$ cat config.mk
export PLATFORM = sky130hd
export DESIGN_NAME = twmd_ctrl
export DESIGN_NICKNAME = d
export VERILOG_FILES = /design/src/hw/rtl/twmd_pkg.sv /design/src/hw/rtl/twmd_ctrl.sv
export SDC_FILE = /design/constraint.sdc
export NUM_CORES = 1
export LEC_CHECK = 0
export ABC_AREA = 1
export BUFFER_PORTS_ARGS = -buffer_cell sky130_fd_sc_hd__buf_2
export CAP_MARGIN = 30
export CORE_MARGIN = 2
export CORE_UTILIZATION = 54
export CTS_CLUSTER_SIZE = 20
export DETAILED_ROUTE_END_ITERATION = 8
export PLACE_DENSITY_LB_ADDON = 0.2
export RECOVER_POWER = 100
export SLEW_MARGIN = 20
export SYNTH_ARGS = -nofsm -noshare
export SYNTH_HDL_FRONTEND = slang
export SYNTH_SLANG_ARGS = --single-unit
$ cat constraint.sdc
create_clock -name clk -period 14 [get_ports clk]
set_input_delay 1.4 -clock clk [delete_from_list [all_inputs] [get_ports clk]]
set_output_delay 1.4 -clock clk [all_outputs]
set_load 0.02 [all_outputs]
$ cat src/hw/rtl/twmd_pkg.sv
// Shared types and constants for the time-window MAC duplicate filter.
package twmd_pkg;

  localparam int MAC_W        = 48;
  localparam int STAMP_W      = 32;
  localparam int ENTRIES_DEF  = 128;
  localparam int CFG_ADDR_W   = 3;
  localparam int CFG_DATA_W   = 32;

  // Reset value of the window register in milliseconds.
  localparam logic [STAMP_W-1:0] WINDOW_RESET = 32'd30000;

  // Byte address of the window register.
  localparam logic [CFG_ADDR_W-1:0] ADDR_WINDOW = 3'd0;

  // Command codes carried by an input beat.
  localparam logic CMD_CHECK = 1'b0;
  localparam logic CMD_CLEAR = 1'b1;

  // Controller states.
  typedef enum logic [1:0] {
    ST_IDLE,
    ST_SCAN,
    ST_FIN
  } twmd_state_t;

  // One ring entry.
  typedef struct packed {
    logic [MAC_W-1:0]   mac;
    logic [STAMP_W-1:0] stamp;
  } entry_t;

  // Move controls broadcast to every cell.
  typedef struct packed {
    logic rotate;  // take the entry from the next cell toward the head
    logic shift;   // take the entry from the previous cell toward the tail
  } cell_ctl_t;

endpackage

$ cat src/hw/rtl/twmd_ctrl.sv
// Sequencer: scans the ring through its head cell, decides and inserts.
module twmd_ctrl #(
  parameter int ENTRIES = twmd_pkg::ENTRIES_DEF
) (
  input  logic                          clk,
  input  logic                          rst_n,
  input  logic                          start,
  output logic                          busy,
  input  logic                          command,
  input  logic [twmd_pkg::MAC_W-1:0]    mac_address,
  input  logic [twmd_pkg::STAMP_W-1:0]  now_ms,
  input  logic [twmd_pkg::STAMP_W-1:0]  window_ms,
  input  twmd_pkg::entry_t              head,
  output twmd_pkg::cell_ctl_t           ctl,
  output twmd_pkg::entry_t              ins,
  output logic                          out_valid,
  output logic                          out_is_duplicate,
  output logic                          out_was_inserted
);
  import twmd_pkg::*;

  localparam int STEP_W = $clog2(ENTRIES);
  localparam int FILL_W = $clog2(ENTRIES + 1);
  localparam logic [STEP_W-1:0] STEP_LAST = STEP_W'(ENTRIES - 1);
  localparam logic [FILL_W-1:0] FILL_FULL = FILL_W'(ENTRIES);

  twmd_state_t       state_r, state_nxt;
  logic [STEP_W-1:0] step_r, step_nxt;
  logic [FILL_W-1:0] fill_r, fill_nxt;
  logic              hit_r, hit_nxt;
  entry_t            key_r, key_nxt;
  logic              valid_r, valid_nxt;
  logic              dup_r, dup_nxt;
  logic              insd_r, insd_nxt;
  logic [STAMP_W-1:0] age;
  logic              head_match;

  // Compare the entry now sitting in the head cell against the key.
  assign age        = key_r.stamp - head.stamp;
  assign head_match = (FILL_W'(step_r) < fill_r) && (head.mac == key_r.mac) &&
                      (age <= window_ms);

  // Next state, ring controls and result.
  always_comb begin
    state_nxt = state_r;
    step_nxt  = step_r;
    fill_nxt  = fill_r;
    hit_nxt   = hit_r;
    key_nxt   = key_r;
    valid_nxt = 1'b0;
    dup_nxt   = dup_r;
    insd_nxt  = insd_r;
    ctl       = '0;
    unique case (state_r)
      ST_IDLE: begin
        if (start) begin
          if (command == CMD_CLEAR) begin
            fill_nxt  = '0;
            valid_nxt = 1'b1;
            dup_nxt   = 1'b0;
            insd_nxt  = 1'b0;
          end else begin
            key_nxt   = '{mac: mac_address, stamp: now_ms};
            step_nxt  = '0;
            hit_nxt   = 1'b0;
            state_nxt = ST_SCAN;
          end
        end
      end
      ST_SCAN: begin
        ctl.rotate = 1'b1;
        hit_nxt    = hit_r | head_match;
        step_nxt   = step_r + 1'b1;
        if (step_r == STEP_LAST) begin
          state_nxt = ST_FIN;
        end
      end
      ST_FIN: begin
        // A miss enters at the head; the oldest entry drops off the tail.
        ctl.shift = ~hit_r;
        if (!hit_r && fill_r != FILL_FULL) begin
          fill_nxt = fill_r + 1'b1;
        end
        valid_nxt = 1'b1;
        dup_nxt   = hit_r;
        insd_nxt  = ~hit_r;
        state_nxt = ST_IDLE;
      end
      default: begin
        state_nxt = ST_IDLE;
      end
    endcase
  end

  // Control registers.
  always_ff @(posedge clk) begin
    if (!rst_n) begin
      state_r <= ST_IDLE;
      fill_r  <= '0;
      valid_r <= 1'b0;
    end else begin
      state_r <= state_nxt;
      fill_r  <= fill_nxt;
      valid_r <= valid_nxt;
    end
  end

  // Payload registers.
  always_ff @(posedge clk) begin
    step_r <= step_nxt;
    hit_r  <= hit_nxt;
    key_r  <= key_nxt;
    dup_r  <= dup_nxt;
    insd_r <= insd_nxt;
  end

  assign busy             = (state_r != ST_IDLE);
  assign ins              = key_r;
  assign out_valid        = valid_r;
  assign out_is_duplicate = dup_r;
  assign out_was_inserted = insd_r;

endmodule

==> reports/results.txt <==
number of nets in the layout = 1493
fillers = 1196
Worst Hold Launch = fill_r[0]$_SDFFE_PN0P_
dpl hpwl = 17600 µm
post-route minimum period = 5.14 ns
hold crit path type = reg2reg
CTS tree = built
Post-synth EDFFs = 90
Max rail drop VDD = 92.3 µV
share of layout cells above drive strength 1 = 18.6%
critical path endpoint category = flip-flop
worst-margin pin slew = 3.28 ns
Synth-to-Final Area Change = 24.8%
PnR Total Power = 829 µW
WL final = 20800 µm
Pleak = 4.55 nW
Max Fclk = 195 MHz
Reg clk slew, reported paths = 0.07 ns
first-pass GRT wire length = 32100 µm
Arr. time, crit path = 5.03 ns
Clock Skews = 0.00827 ns
critical path required time = 13.89 ns
r2r setup slk = 9.47 ns
CP startpoint kind = input port
Placed Instances = 1388
die width = 120 µm
synth warn = 0
IO Port Bufs = 281
Final Hold Viols = 0
Synth area leaders = edfxtp_1 (37%), ha_1 (12%), nand2_1 (11%)
setup TNS = 0 ns
vias in the first global route = 6964
Clock Tree Root = clkbuf_16
total die area = 0.0144 mm²
CP Class = in2reg
Initial Util = 55.3%
via count = 7095
gr ovfl total = 0
status = finished, violations left
final cell count without fillers = 1406
Most used DFF post-synth = edfxtp_1
Vias/cell = 5.05
Clk Latency, worst-skew pair = 0.35 ns
CTS Buf Count = 9
Hold Buf Count CTS = 0
worst flop-to-flop path endpoint = ins[7]$_DFFE_PP_
Post-CTS Setup Bufs = 0
H-tree Lvls = 3
post-synthesis cell count = 931
1st-iter DRT viols = 426
routability cong. = 1.02
area leader, netlist = edfxtp_1
failing checks = capacitance limit, slew limit
Worst R2R Start = state_r[1]$_SDFFE_PN0P_
Max-Cap Viols = 1
CTS Sinks = 101
final slew viol count = 62
Synth Register Bits = 101
FF-to-FF path depth = 7
Syn Area/Cell = 7.83 µm²
# resized after CTS = 0
Hold Path Depth = 2
net count after synthesis = 1200
WP depth = 7
area of the mapped netlist = 0.00729 mm²
initial antenna violation count = 1
Routed Antenna Nets = 0
pin count of the biggest net entering global routing = 81
Tcrit/Tclk final = 36.7%
# setup viols final = 0
sequential area share after synthesis = 40.1%
Critical Path Max Stage Delay = 2.38 ns
Total GRT Usage = 28.8%
crit path buf inv count = 5
Async SR Flop Fraction = 0%
Core Rows = 42
Max FO, Critical Path = 61
post-synth cell types = 36
RSZ-0062 raised after global routing = no
Min-Delay Endpoint = fill_r[0]$_SDFFE_PN0P_
wire per inst = 14.8 µm
Placeable Area = 0.0132 mm²
DIE HEIGHT = 120 µm
residual DRC count = 0
top cell type's share of synthesized area = 37.1%
cell family with most CP delay = buffers and inverters
Clock Tree Buf Depth = 2
TritonRoute pass-1 iters = 6
normalized max-slew margin = -119%
Max stage delay cell, worst path = clkbuf_1
critical-path cell list = buf_2, inv_1, nor2_1, inv_1, nor2_4, clkbuf_1, clkbuf_1
number of I/O pins = 282
power per cell area = 91.1 mW/mm²
==> power breakdown <==
| group | internal [mW] | total [mW] | switching (mW) | leakage, nW |
|---|---|---|---|---|
| Sequential | 0.345 | 0.355 | 0.00947 | 0.933 |
| Clock | 0.144 | 0.257 | 0.113 | 0.146 |
| Combinational | 0.0842 | 0.217 | 0.132 | 3.47 |
| Total | 0.574 | 0.829 | 0.255 | 4.55 |
==> sequential cells by signal (all words and copies together) (netlist names) <==
register	count
hit_r	1
fill_r	8
out_is_duplicate	1
step_r	7
ins	80
out_was_inserted	1
out_valid	1
state_r	2
==> worst register-to-register path, stage by stage, from the launching register on <==
cell and delay [ns]:
dfxtp_1 0.33, nor2_1 0.16, inv_1 0.08, nor2_1 0.08, inv_1 0.07, nor2_4 0.08, clkbuf_1 0.83, clkbuf_1 2.38
==> cell usage after synthesis (3+ instances only) <==
cell type / instances
o21bai_1: 3
o21ai_1: 3
nand2_2: 6
nand3_2: 4
inv_1: 182
o21ai_0: 39
nand4_1: 8
a21o_1: 7
o211ai_1: 3
xnor2_1: 15
ha_1: 72
nand2_1: 219
a21oi_1: 68
o21ai_2: 5
nor3_1: 14
nor2_1: 109
dfxtp_1: 11
xor2_1: 20
nand3_1: 26
o21a_1: 5
edfxtp_1: 90
nor2_2: 3
==> worst max path at each step <==
stage	from	end	slack, ns
after floorplan	start	hit_r$_SDFFCE_PN0P_	8.07
after global placement	head[18]	hit_r$_SDFFCE_PN0P_	9.64
after detailed placement	head[0]	hit_r$_SDFFCE_PN0P_	9.56
after CTS	head[0]	hit_r$_SDFFCE_PN0P_	9.93
after global routing	start	ins[62]$_DFFE_PP_	8.41
final	start	ins[7]$_DFFE_PP_	8.86
==> layout by cell type, fill, tap and decap left out, types with 5 or more instances in the layout <==
master / netlist / final
a21o_1: 7 / 7
a21oi_1: 68 / 68
buf_2: 0 / 191
clkbuf_1: 0 / 93
clkbuf_16: 0 / 9
dfxtp_1: 11 / 11
edfxtp_1: 90 / 90
ha_1: 72 / 72
inv_1: 182 / 183
nand2_1: 219 / 221
nand3_1: 26 / 26
nand4_1: 8 / 8
nor2_1: 109 / 109
nor3_1: 14 / 14
o21a_1: 5 / 5
o21ai_0: 39 / 41
xnor2_1: 15 / 15
xor2_1: 20 / 20
==> layout make-up <==
type	count	area [µm²]	share of cell area, %
clock buffer	11	243	2.67
antenna	1	2.50	0.0275
multi-input combinational	645	3660	40.2
clock inverter	5	60.1	0.660
timing repair buffer	283	1300	14.3
inverter	184	691	7.59
sequential	101	2920	32.1
tap	176	220	2.42
==> routing by layer <==
metal	global-route usage, %	part of all wire, %
met5	0	0
met4	10.3	2.7
met3	5.42	6.5
met2	53.3	52
met1	32.9	39
==> logic make-up after synthesis <==
group,after synthesis,share of synthesized area [%]
simple gates,392,22.0
buf+inv,185,9.58
compound gates,145,11.5
flops,101,40.1
fa+ha+maj,73,12.6
xor+xnor,35,4.20
==> per-stage QoR <==
stage                     hold slack (ns)  util, %  instance area, µm²  worst slack, ns
after CTS                           0.491     70.0                9230             9.93
after global routing                0.528     69.0                9100             8.41
after detailed placement            0.481     67.7                8920             9.56
after floorplan                     0.456        -                7290             8.07
after global placement              0.468     67.7                8920             9.64
final                               0.492     69.0                9100             8.86
(Power assumes the default switching activity.)
