## src/hw/rtl/twmd_pkg.sv

```systemverilog
// Shared types and constants for the time-window MAC duplicate filter.
package twmd_pkg;

  localparam int MAC_W        = 48;
  localparam int STAMP_W      = 32;
  localparam int ENTRIES_DEF  = 128;
  localparam int CFG_ADDR_W   = 3;
  localparam int CFG_DATA_W   = 32;

  // Reset value of the window register in milliseconds.
  localparam logic [STAMP_W-1:0] WINDOW_RESET = 32'd30000;

  // Byte address of the window register.
  localparam logic [CFG_ADDR_W-1:0] ADDR_WINDOW = 3'd0;

  // Command codes carried by an input beat.
  localparam logic CMD_CHECK = 1'b0;
  localparam logic CMD_CLEAR = 1'b1;

  // Controller states.
  typedef enum logic [1:0] {
    ST_IDLE,
    ST_SCAN,
    ST_FIN
  } twmd_state_t;

  // One ring entry.
  typedef struct packed {
    logic [MAC_W-1:0]   mac;
    logic [STAMP_W-1:0] stamp;
  } entry_t;

  // Move controls broadcast to every cell.
  typedef struct packed {
    logic rotate;  // take the entry from the next cell toward the head
    logic shift;   // take the entry from the previous cell toward the tail
  } cell_ctl_t;

endpackage

```

## src/hw/rtl/twmd_cell.sv

```systemverilog
// One storage cell of the entry ring.
module twmd_cell (
  input  logic               clk,
  input  twmd_pkg::cell_ctl_t ctl,
  input  twmd_pkg::entry_t   rot_in,
  input  twmd_pkg::entry_t   shift_in,
  output twmd_pkg::entry_t   data
);
  import twmd_pkg::*;

  entry_t data_r;
  entry_t data_nxt;

  // Rotate during a scan, shift toward the tail on an insert, otherwise hold.
  always_comb begin
    data_nxt = data_r;
    if (ctl.rotate) begin
      data_nxt = rot_in;
    end else if (ctl.shift) begin
      data_nxt = shift_in;
    end
  end

  always_ff @(posedge clk) begin
    data_r <= data_nxt;
  end

  assign data = data_r;

endmodule

```

## config.mk

```make
export PLATFORM = sky130hd
export DESIGN_NAME = twmd_cell
export DESIGN_NICKNAME = d
export VERILOG_FILES = /design/src/hw/rtl/twmd_pkg.sv /design/src/hw/rtl/twmd_cell.sv
export SDC_FILE = /design/constraint.sdc
export NUM_CORES = 1
export LEC_CHECK = 0
export BUFFER_PORTS_ARGS = -buffer_cell sky130_fd_sc_hd__buf_2
export CAP_MARGIN = 20
export CORE_UTILIZATION = 38
export CTS_CLUSTER_SIZE = 30
export DETAILED_ROUTE_END_ITERATION = 16
export PLACE_DENSITY = 0.85
export SYNTH_ARGS = -nofsm -noshare
export SYNTH_HDL_FRONTEND = slang
export SYNTH_SLANG_ARGS = --single-unit
```

## constraint.sdc

```tcl
create_clock -name clk -period 3.36 [get_ports clk]
set_input_delay 0.672 -clock clk [delete_from_list [all_inputs] [get_ports clk]]
set_output_delay 0.672 -clock clk [all_outputs]
set_load 0.005 [all_outputs]
```

==> results of run 1 <==
-- metrics by stage --
step	util, %	power [W]	hold WS (ps)
floorplan	-	0.00147	889
global placement	51.9	0.00167	973
detailed placement	51.9	0.00168	975
CTS	53.4	0.00226	600
global route	53.4	0.00233	601
finish	53.4	0.00222	624
-- worst min path at each step --
stage                         end  slack [ps]
6_report       data[46]$_DFFE_PP_         620
5_1_grt        data[48]$_DFFE_PP_         600
4_1_cts        data[46]$_DFFE_PP_         600
3_5_place_dp   data[46]$_DFFE_PP_         980
3_3_place_gp   data[42]$_DFFE_PP_         970
2_1_floorplan   data[0]$_DFFE_PP_         890
-- final cells by class --
class	instances	area share, %
sequential	80	46.4
clock inverter	2	0.145
clock buffer	13	2.68
timing repair buffer	244	24.2
tap	133	3.22
multi-input combinational	81	23.3
-- power breakdown --
group | switching, W | internal (W)
logic | 0.000151 | 0.000251
registers | 0.0000283 | 0.00123
clock network | 0.000306 | 0.000261
total | 0.000485 | 0.00174
-- metal layers --
| layer | GRT usage, % | up-vias | share of wire, % |
|---|---|---|---|
| met5 | 0 | - | 0 |
| met4 | 9.70 | 0 | 2.5 |
| met3 | 3.59 | 13 | 7.0 |
| met2 | 27.0 | 136 | 52 |
| met1 | 16.2 | 1101 | 39 |
| li1 | - | 1157 | - |
-- synth_stat cells --
| master | instances | share of area, % |
|---|---|---|
| sky130_fd_sc_hd__buf_12 | 8 | 4.2 |
| sky130_fd_sc_hd__buf_6 | 1 | 0.30 |
| sky130_fd_sc_hd__edfxtp_1 | 80 | 64 |
| sky130_fd_sc_hd__or2_1 | 1 | 0.17 |
| sky130_fd_sc_hd__mux2_2 | 1 | 0.30 |
| sky130_fd_sc_hd__mux2_4 | 79 | 31 |
-- cells by family after synthesis --
logic type	count (synthesis)
multiplexers	80
flip-flops	80
buffers and inverters	9
AND/OR/NAND/NOR	1
==> results.txt, run 1 <==
- Die Y: approximately 100 um
* Vias in the first global route: 2416
* Starting utilization of the core area: about two fifths
- Number of cells produced by synthesis: 170
* Floorplan core area: roughly 9700 sq um
- The layout has 820 filler cells.
* Delay of the slowest cell on the worst path: 410 ps
- Max reg flops: 80
- Antenna violations before repair: 0
- Area of the die: around 10000 sq um
- The tool flagged a number of max-cap violations equal to 0.
* Number of cells on the worst hold path: 2
* Fraction of layout instances using a drive strength above 1: a little under 80%
* Die Span X: between 100 and 150 um
- Top Ports: around 240
- In this run, distinct cell masters in the synthesized netlist total 6.
* Standby leakage power: approximately 2.5 nW
- End of the critical path: data[22]
- After detailed routing, the number of remaining DRC violations is 0.
- Counting along the longest clock path gives a buffer depth of 2.
* Worst voltage drop across the vdd grid: 0.191 mV
- Num Clock Sinks: 80
- Summed over all layers, the routed wires come to ~8000 um.
- Post-Syn Area: ~3800 sq um
- For this block, the initial DRC count from the detailed router was 55.
- In this run the worst hold path is classified as input port to flop.
- Final sum of negative setup slack: 0 ps
* Number of buffer cells added on primary ports: 242
* Global-route wire length before repair: 11500 um
- Setup violations remaining at the end of the flow were counted as 0.
- The worst setup path is of the flop to output port kind.
- Overflow after GRT: 0
* Area fraction in and, or, nand and nor cells after synthesis: less than 1%
- Dominant combinational cell family by area after synthesis: multiplexers
- In this run the clock root is driven by a sky130_fd_sc_hd__clkbuf_8.
- Global routing consumed, over all layers together, 15.2% of the routing resources.
- Max-slew headroom: slightly above 60%
- In this run the power density over the cells is 429 nW/um^2.
- The H-tree was split into 3 levels.
- The synthesized netlist devotes 0% of its cell area to XOR and XNOR gates.
- The number of placed instances, taps included, is ~540.
* Startpoint type of the worst setup path: flop
* Hold_sp: rot_in[46]
* Total non-filler cell area in the finished layout: ~5200 sq um
- At the end of routability-driven placement, the weighted congestion stood at 0.823.
- Of the available clock period, the critical path in the final layout requires between 40% and 50%.
- Final number of max-transition violations: 0
* Num rows: 36
* Area after DPL: around 5000 sq um
- The final number of hold-violating endpoints is 0.
* Delay-heaviest family, CP: flip-flops
- Counting both buffers and inverters, the worst setup path holds a total of 1.
* Combined area of the multi-input logic cells: 1210 sq um
* Total of flip-flops plus latches after synthesis: 80
* Maximum fanout along the worst path: 1
- Number of warning messages in the yosys log: 0
- The library cell used most frequently in the layout, excluding fill and tap cells, is sky130_fd_sc_hd__buf_2.
* # hold bufs at CTS: 0
- Pin count of the biggest net entering global routing: between 80 and 90
* Synthesis-to-finish area growth: 37.0%
- Once layout is complete, the cells apart from fillers number ~550.
* Share of synthesized area spent on multiplexers: between 30% and 40%
* Highest clock frequency the design can meet: around 640 MHz
- After clock tree synthesis, the setup repair step added 0 buffers.
- In this run the number of cells on the critical path is 1.
* Endpoint arrival time on the critical path: ~900 ps
- Walking the worst path, the cells encountered are buf_2.
- WL per Instance: 14.5 um
- Vias per cell: ~4.4
- Synth Area in Compound Gates: 0%
* Slowest cell on crit path: sky130_fd_sc_hd__edfxtp_1
- Number of buffers inserted during clock tree synthesis: 9
- Clock Pin Slew Worst Setup and Hold Paths: roughly 70 ps
- Status: finished, final reports clean
- Adder-cell share of the synthesized area: 0%
* Required @ worst endpoint: around 2700 ps
* CTS-repair resized insts: 0
- Worst Max-Slew Pin Slew: 586 ps
* Post-layout net count: between 500 and 600
* Worst setup timing slack at the placement stage: around 1400 ps
- In the final layout, flip-flops and latches occupy 2400 sq um.
- Leaving out fill and tap cells, the most frequent cells in the layout are 241 x sky130_fd_sc_hd__buf_2, 80 x sky130_fd_sc_hd__edfxtp_1, 79 x sky130_fd_sc_hd__mux2_4.
- The first detailed-routing pass ran for 4 iterations.
* TritonCTS clock tree: yes
- Capturing element type of the critical path: output port
* Mapped Avg Cell Area: around 22 sq um
- Setup repair after global routing left no endpoint under its margin.
- Diodes inserted: 0
- The clock period could shrink to about 1600 ps.
- Syn Nets: about 330
- Post-route antenna net violation count: 0
- Register area share after synthesis: between 60 and 70%
- DR vias: between 2000 and 2500
- Slack of the critical path: around 1800 ps
* Launch point of the critical path: data[22]$_DFFE_PP_
(Power assumes the default switching activity.)
==> run 2, diff against run 1 <==
--- a/config.mk
+++ b/config.mk
@@ -5,9 +5,10 @@
 export SDC_FILE = /design/constraint.sdc
 export NUM_CORES = 1
 export LEC_CHECK = 0
+export ABC_AREA = 1
 export BUFFER_PORTS_ARGS = -buffer_cell sky130_fd_sc_hd__buf_2
 export CAP_MARGIN = 20
-export CORE_UTILIZATION = 38
+export CORE_UTILIZATION = 37
 export CTS_CLUSTER_SIZE = 30
 export DETAILED_ROUTE_END_ITERATION = 16
 export PLACE_DENSITY = 0.85
==> constraint.sdc (replaced) <==
create_clock -name clk -period 1.31 [get_ports clk]
set_input_delay 0.262 -clock clk [delete_from_list [all_inputs] [get_ports clk]]
set_output_delay 0.262 -clock clk [all_outputs]
set_load 0.005 [all_outputs]
==> run 2 against run 1 <==
Against the previous run:
- global-route usage grew 3.2 points
- setup slack lost 1600 ps
- sequential cell count is the same
- largest cell class unchanged
- first-iteration DRC count grew 110%
- sequential share of layout area grew 2.2 points
- final area shrank 4.5%
- clock-buffer cell count shrank 3
==> results.txt, run 2 <==
- Most frequent cells in the layout: 242 x sky130_fd_sc_hd__buf_2, 240 x sky130_fd_sc_hd__nand2_1, 80 x sky130_fd_sc_hd__edfxtp_1
- The clock slew at the register clock pins of the worst setup and hold paths was 80 ps (about the same).
- The reported leakage power is 2.64 nW (+4.8%).
- Final cycle utilization of the critical path: 85.7%
* Internal Dissipation: 0.00464 W (+170%)
* Num rows: 34 (-5.6%)
* Vias per cell: 4.47 (+2.7%)
* Final critical delay including setup and external delays: 1120 ps
* Number of warning messages in the yosys log: 0 (unchanged)
* Global-route wire length before repair: 13700 um (+19%)
- Slowest cell on crit path: sky130_fd_sc_hd__edfxtp_1
* Required @ worst endpoint: 1050 ps (-1640 ps)
- Mapped Avg Cell Area: 10.2 sq um (-54%)
- Maximum fanout along the worst path: 1 (unchanged)
- The cell area after layout was 4940 sq um (-4.5%).
- The total congestion overflow was 0 (unchanged).
* TritonCTS clock tree: yes
- Deepest clock path buffer count: 2 (unchanged)
- CTS-repair resized insts: 0 (unchanged)
- The worst setup path is launched from a flop.
- Among all cell types in the netlist, the one instantiated most often is sky130_fd_sc_hd__nand2_1.
- The level count of the clock H-tree is 3 (unchanged).
- The number of flip-flops in the largest register was 80 (unchanged).
- The instance count after placement with tap cells included came to 677 (+26%).
- Leaving out fill and tap cells, the most frequent cell in the layout is sky130_fd_sc_hd__buf_2.
- Count of flip-flops with a built-in enable after synthesis: 80 (unchanged)
- The post-synthesis net count is 502 (+51%).
- Total of flip-flops plus latches after synthesis: 80 (unchanged)
* Post-layout net count: 743 (+28%)
- The number of top-level design ports is 243 (unchanged).
- The die height is 98.7 um (-3.0%).
- Number of failing setup endpoints in the final timing report: 0 (unchanged)
* Synthesis-to-finish area growth: 42.9%
* MaxCap Viol Count: 0 (unchanged)
- The final number of max-transition violations is 0 (unchanged).
- Global-route usage over all layers: 18.4% (+3.2 points)
* Setup Fix Bufs, Post-CTS: 0 (unchanged)
- Power density cells: 1210 nW/um^2 (+180%)
* Number of cells produced by synthesis: 339 (+99%)
- Hold Crit Endpoint: data[6]$_DFFE_PP_
* Post-route antenna net violation count: 0 (unchanged)
- The final number of hold-violating endpoints is 0 (unchanged).
- After legalization and detailed placement, the total HPWL measured 6800 um.
* Post-detailed-routing wire length: 9050 um (+13%)
* Delay-heaviest family, CP: flip-flops
* Switching component of the power: 0.00136 W (+180%)
- For this run, the leading register cell type out of synthesis is sky130_fd_sc_hd__edfxtp_1.
- The count of routing violations after the opening detailed-route iteration is 114 (+110%).
- Root Driver: sky130_fd_sc_hd__clkbuf_8
- Crit path buffers/inverters: 1 (unchanged)
- The share of the core filled with cells came to 55.6% (+2.2 points).
- The largest stage delay on the critical path was 380 ps (-30 ps).
- The first-pass iteration count of the detailed router came to 4 (unchanged).
* Post-Syn Area: 3460 sq um (-8.4%)
- Share of the synthesized area in the top cell type: 69.4% (+5.8 points)
- Hold_sp: shift_in[6]
* DR vias: 3092 (+28%)
- The maximum VDD drop was 0.576 mV (+200%).
- The number of antenna violations at the first check in global routing is 0 (unchanged).
* Number of buffers inserted during clock tree synthesis: 9 (unchanged)
* Vias in the first global route: 2938 (+22%)
* Status: finished, final reports clean
* Count of placed standard cells in the final layout, fillers left out: 692 (+25%)
- WL per Instance: 13.1 um (-9.9%)
- The share of total power in the clock network is 31.4% (+5.9 points).
- The die area was 9740 sq um (-5.8%).
- Highest clock frequency the design can meet: ~900 MHz
- Number of cells on the worst hold path: 3 (+1)
- Gpl congestion: 0.759 (-7.8%)
- Cell types occupying the most area after synthesis: sky130_fd_sc_hd__edfxtp_1 69%, sky130_fd_sc_hd__nand2_1 26%, sky130_fd_sc_hd__buf_6 2.9%
- The die width came to 98.7 um (-3.0%).
* Num Clock Sinks: 80 (unchanged)
- Traced cell by cell, the critical path runs through buf_2.
- The area of the core region came to 8890 sq um (-8.2%).
- The instance area after placement was 4740 sq um (-5.7%).
* Most frequent cells after synthesis: 240 x sky130_fd_sc_hd__nand2_1, 80 x sky130_fd_sc_hd__edfxtp_1, 9 x sky130_fd_sc_hd__buf_6
- The net switching share of the total power is 22.6% (+0.79 points).
* Relative contribution of combinational cells to total power: 15.1% (-3.0 points)
* Register area share after synthesis: 69.4% (+5.8 points)
* Number of distinct library cells after synthesis: 6 (unchanged)
- By startpoint and endpoint, the worst setup path is classified as flop to output port.
* RSZ-0062 raised after global routing: no
- Worst Max-Slew Pin Slew: 533 ps (-53.4 ps)
- The critical path data arrival time came to 860 ps (-40 ps).
- The quantity of I/O buffers inserted on ports is 242 (unchanged).
- The share of final-layout standard cells stronger than drive strength 1 came to 44.7% (-35 points).
- Hold crit path type: input port to flop
- Detailed-route DRC error count: 0 (unchanged)
- Sequential fraction of design power: 53.5% (-2.9 points)
- Post-synth ARST share: 0% (unchanged)
* Diodes inserted: 0 (unchanged)
- The worst-case headroom to the max-slew limit came to 64.5% (+3.6 points).
- Cell taking the most area after synthesis: sky130_fd_sc_hd__edfxtp_1
- # hold bufs at CTS: 0 (unchanged)
* Capturing element type of the critical path: output port
* Pin count of the biggest net entering global routing: 81 (unchanged)
- The starting utilization of the core area came to 38.9% (-0.094 points).
## run 2: how the worst max path moves through the flow
| stage | from | to | cells after the start |
|---|---|---|---|
| 2_1_floorplan | ctl[1] | data[0]$_DFFE_PP_ | 2 |
| 3_3_place_gp | ctl[1] | data[16]$_DFFE_PP_ | 4 |
| 3_5_place_dp | ctl[1] | data[39]$_DFFE_PP_ | 4 |
| 4_1_cts | data[26]$_DFFE_PP_ | data[26] | 1 |
| 5_1_grt | data[75]$_DFFE_PP_ | data[75] | 1 |
| 6_report | data[43]$_DFFE_PP_ | data[43] | 1 |
## run 2: stage by stage
stage	setup TNS [ps]	total power, W	setup slack, ps	hold WS, ps
6_report	0	0.00600	188	189
5_1_grt	0	0.00630	138	166
4_1_cts	0	0.00608	154	167
3_5_place_dp	0	0.00419	54.2	529
3_3_place_gp	0	0.00415	115	523
2_1_floorplan	-7240	0.00360	-90.5	441
## run 2: power by group through the flow
stage	Sequential (W)	Combinational (W)	Clock, W
final	0.00321	0.000907	0.00188
after global routing	0.00324	0.00101	0.00205
after CTS	0.00321	0.000919	0.00195
after detailed placement	0.00327	0.000917	0
after global placement	0.00325	0.000895	0
after floorplan	0.00331	0.000293	0
## run 2: area by class of cell
cell class              count  area [sq um]
well taps                 108           135
multi-input cells         241           910
fillers                   793          3950
clock buffers              10           128
clock inverters             5          72.6
flip-flops and latches     80          2400
inverters                   1          8.76
repair buffers            247          1290
## run 2: logic make-up (layout without fill, tap and decap cells)
kind of cell | count (synthesis) | count (layout) | synth area share, %
simple gates | 241 | 241 | 26.2
buf+inv | 18 | 263 | 4.34
flops | 80 | 80 | 69.4
## run 2: metal layers
layer	global-route usage, %	share of wire (%)
met5	0	0
met4	6.20	2.0
met3	6.10	8.4
met2	32.8	50
met1	20.8	39
==> run 3, diff against run 2 <==
==> constraint.sdc (replaced) <==
create_clock -name clk -period 1.31 [get_ports clk]
set_input_delay 0.0655 -clock clk [delete_from_list [all_inputs] [get_ports clk]]
set_output_delay 0.0655 -clock clk [all_outputs]
set_load 0.005 [all_outputs]
==> run 3 against run 2 <==
Against the previous run:
- the flow now stops in clock tree synthesis
- synthesized cell count is the same
- synthesized area is the same
==> results.txt, run 3 <==
- Most used standard cell by instance count after synthesis: sky130_fd_sc_hd__nand2_1
- Root Driver: sky130_fd_sc_hd__clkbuf_8
- Num rows: 34 (unchanged)
- The largest total area in the synthesized netlist belongs to sky130_fd_sc_hd__edfxtp_1.
* Post-Syn Area: 3460 sq um (unchanged)
* Cell types occupying the most area after synthesis: sky130_fd_sc_hd__edfxtp_1 69%, sky130_fd_sc_hd__nand2_1 26%, sky130_fd_sc_hd__buf_6 2.9%
- The number of synthesized flops with an enable pin came to 80 (unchanged).
- The instance count after placement with tap cells included is 676 (-0.15%).
* Synth Flop Type: sky130_fd_sc_hd__edfxtp_1
- The level count of the clock H-tree came to 3 (unchanged).
- The number of top-level design ports came to 243 (unchanged).
* Register area share after synthesis: 69.4% (unchanged)
* Run Error: [ERROR RSZ-0060] Max buffer count reached.
- Share of the synthesized area in the top cell type: 69.4% (unchanged)
- Number of cells produced by synthesis: 339 (unchanged)
- Stage where the flow stopped: clock tree synthesis
- The quantity of I/O buffers inserted on ports is 242 (unchanged).
* Mapped Avg Cell Area: 10.2 sq um (unchanged)
* Number of warning messages in the yosys log: 0 (unchanged)
- The detailed-placement wirelength estimate was 6620 um (-2.6%).
- The instance area after placement is 4710 sq um (-0.69%).
- Total of flip-flops plus latches after synthesis: 80 (unchanged)
- The die height was 98.7 um (unchanged).
* Post-synth ARST share: 0% (unchanged)
- # hold bufs at CTS: 139 (+139)
- Most frequent cells after synthesis: 240 x sky130_fd_sc_hd__nand2_1, 80 x sky130_fd_sc_hd__edfxtp_1, 9 x sky130_fd_sc_hd__buf_6
- The placer congestion estimate is 0.810 (+6.8%).
- Die Span X: 98.7 um (unchanged)
- The number of sinks handled by clock tree synthesis came to 80 (unchanged).
- The post-synthesis net count came to 502 (unchanged).
- Starting utilization of the core area: 38.9% (unchanged)
- Deepest clock path buffer count: 2 (unchanged)
- The total setup buffers inserted after CTS is 0 (unchanged).
* CTS-repair resized insts: 0 (unchanged)
- Number of distinct library cells after synthesis: 6 (unchanged)
* Number of buffers inserted during clock tree synthesis: 9 (unchanged)
* Status: did not finish
run 3: cell counts after synthesis:
Identical to the previous run, type by type.
run 3: cell families after synthesis:
family,count (synthesis),synth area share [%]
buffers and inverters,18,4.34
DFF,80,69.4
and+or+nand+nor,241,26.2
run 3: stage by stage:
stage	hold slack (ps)	worst slack, ps	utilization, %
after floorplan	244	92.4	-
after detailed placement	332	120	53.0
after global placement	329	170	53.0
==> run 4, diff against run 3 <==
--- a/config.mk
+++ b/config.mk
@@ -8,10 +8,9 @@
 export ABC_AREA = 1
 export BUFFER_PORTS_ARGS = -buffer_cell sky130_fd_sc_hd__buf_2
 export CAP_MARGIN = 20
-export CORE_UTILIZATION = 37
-export CTS_CLUSTER_SIZE = 30
+export CORE_UTILIZATION = 40
 export DETAILED_ROUTE_END_ITERATION = 16
-export PLACE_DENSITY = 0.85
+export PLACE_DENSITY_LB_ADDON = 0.15
 export SYNTH_ARGS = -nofsm -noshare
 export SYNTH_HDL_FRONTEND = slang
 export SYNTH_SLANG_ARGS = --single-unit
==> constraint.sdc (replaced) <==
create_clock -name clk -period 1.7 [get_ports clk]
set_input_delay 0.085 -clock clk [delete_from_list [all_inputs] [get_ports clk]]
set_output_delay 0.085 -clock clk [all_outputs]
set_load 0.005 [all_outputs]
==> run 4 against run 3 <==
Against the previous run:
- the run now ends clean
==> results.txt, run 4 (synthesis gave the netlist of run 2 again) <==
- FILL cells: 728
- In the final routed layout, each cell accounts on average for 12.7 um.
- Final number of max-transition violations: 0
- DR vias: 3136
- The setup path with the least slack is of type input port to flop.
- Final hold violation count: 0
* Global-route usage over all layers: 19.5%
- The die height came to 95 um (-3.7%).
- The level count of the clock H-tree was 3 (unchanged).
- The cell sitting at the root of the clock tree is a sky130_fd_sc_hd__clkbuf_8.
- Internal power comes to roughly 0.0036 W.
- MaxCap Viol Count: 0
- The count of cells in the finished layout, fillers not included, comes to around 710.
- Net switching is between 20% and 30% of the power.
- Slowest cell on crit path: sky130_fd_sc_hd__dlygate4sd3_1
* Worst voltage drop across the vdd grid: between 0.4 and 0.5 mV
- Derived from the worst setup path, the maximum achievable clock frequency is about 680 MHz.
- Startpoint type of the worst setup path: input port
* Final core area utilization: between 60% and 70%
- STA classifies the critical path endpoint as a flop.
- Most repeated library cell on the critical path: sky130_fd_sc_hd__nand2_1
- Number of buffer cells added on primary ports: 242 (unchanged)
- Max reg flops: 80
* Vias per cell: 4.41
- Setup Fix Bufs, Post-CTS: 0 (unchanged)
- Vias in the first global route: about 2800
- Post-DP HPWL: 6390 um (-3.6%)
- TritonCTS built the clock tree.
* Crit path buffers/inverters: 4
- Top Ports: 243 (unchanged)
* Detailed-route DRC error count: 0
* Diodes inserted: 0
- For this run, the slowest stage of the critical path takes about 550 ps.
- Global-route wire length before repair: approximately 13000 um
* Final critical delay including setup and external delays: roughly 1500 ps
- In this run the remaining antenna-violating nets after routing total 0.
- Switching component of the power: 0.00107 W
* Standby leakage power: roughly 2.7 nW
- Relative contribution of combinational cells to total power: 15.7%
* Post-layout net count: approximately 760
- For this block, the initial DRC count from the detailed router was 79.
* RSZ-0062 raised after global routing: no
- Gpl congestion: 0.746 (-7.9%)
* Synthesis-to-finish area growth: 48.9%
- Leaving out fill and tap cells, the most frequent cell in the layout is sky130_fd_sc_hd__buf_2.
* Delay-heaviest family, CP: buffers and inverters
- The die covers between 9000 and 10000 sq um.
* Number of iterations in the first detailed-routing pass: 4
* Fraction of layout instances using a drive strength above 1: about 43%
- Maximum fanout along the worst path: 80
- The flow ran to the end, and the final reports show no timing, DRC or antenna violations.
* Most frequent cells in the layout: 242 x sky130_fd_sc_hd__buf_2, 240 x sky130_fd_sc_hd__nand2_1, 80 x sky130_fd_sc_hd__edfxtp_1
- The worst path uses a little under nine tenths of the clock period.
- Required @ worst endpoint: ~1800 ps
- For the final routed database, the setup TNS stands at 0 ps.
* Antenna violations before repair: 0
- Traced cell by cell, the critical path runs through buf_2, buf_6, inv_6, nand2_1, nand2_1, dlygate4sd3_1.
- Worst Max-Slew Pin Slew: about 550 ps
* Deepest clock path buffer count: 2 (unchanged)
- Floorplan core area: 8300 sq um
* Clock Pin Slew Worst Setup and Hold Paths: roughly 80 ps
- Clock share of power: around a third
- The worst pin sits at a relative slew slack of about 63%.
- Number of failing setup endpoints in the final timing report: 0
* Endpoint arrival time on the critical path: 1550 ps
* Sequential fraction of design power: a little over half
- The instance count after placement with tap cells included was 671 (-0.74%).
- Post-detailed-routing wire length: 9030 um
* Power density cells: roughly 910 nW/um^2
- Overflow after GRT: 0
* Hold crit path type: input port to flop
* Num rows: 33 (-2.9%)
* Num Clock Sinks: 80 (unchanged)
- Starting utilization of the core area: 41.7% (+2.8 points)
* Die Span X: 95 um (-3.7%)
- Entering global routing, the biggest net connects between 80 and 90 pins.
* Number of buffers inserted during clock tree synthesis: 9 (unchanged)
[run 4: power groups by stage]
stage	clock (W)	sequential, W	combinational, W
2_1_floorplan	0	0.00255	0.000223
3_3_place_gp	0	0.00251	0.000688
3_5_place_dp	0	0.00252	0.000696
4_1_cts	0.00151	0.00248	0.000740
5_1_grt	0.00159	0.00249	0.000833
6_report	0.00148	0.00247	0.000737
[run 4: cell type report]
cell class	instances	area (sq um)	share of cell area, %
Timing Repair Buffer	268	1490	28.9
Clock buffer	10	128	2.48
Clock inverter	6	83.8	1.63
Inverter	1	8.76	0.170
Multi-Input combinational cell	241	910	17.7
Tap cell	105	131	2.55
Sequential cell	80	2400	46.6
[run 4: path summary, 6_finish.rpt]
| path | from | end | slack [ps] | cells past startpoint |
|---|---|---|---|---|
| setup / recovery | ctl[1] | data[76]$_DFFE_PP_ | 240 | 6 |
| hold / removal | shift_in[48] | data[48]$_DFFE_PP_ | 10 | 3 |
[run 4: routing by layer]
layer | routed length [um] | vias up | GRT usage (%) | share of wire [%]
met5 | 0 | - | 0 | 0
met4 | 189 | 0 | 7.70 | 2.1
met3 | 878 | 16 | 7.09 | 9.7
met2 | 4550 | 167 | 34.4 | 50
met1 | 3410 | 1344 | 21.2 | 38
li1 | - | 1609 | - | -
[run 4: repair_timing]
action | 4_1_cts | 5_1_grt
hold buffers | 23 | 0
gates resized for setup | 0 | 1
endpoints found under the setup margin | 0 | 1
endpoints found under the hold margin | 21 | 0
[run 4: per-stage QoR]
stage | total power, W | hold WS (ps) | area [sq um] | worst slack (ps)
after detailed placement | 0.00321 | 350 | 4680 | 236
after global routing | 0.00491 | 0.446 | 5150 | 152
after global placement | 0.00320 | 347 | 4680 | 257
after floorplan | 0.00278 | 264 | 3460 | 68.3
final | 0.00469 | 10.3 | 5150 | 236
after CTS | 0.00472 | 0.265 | 5120 | 145
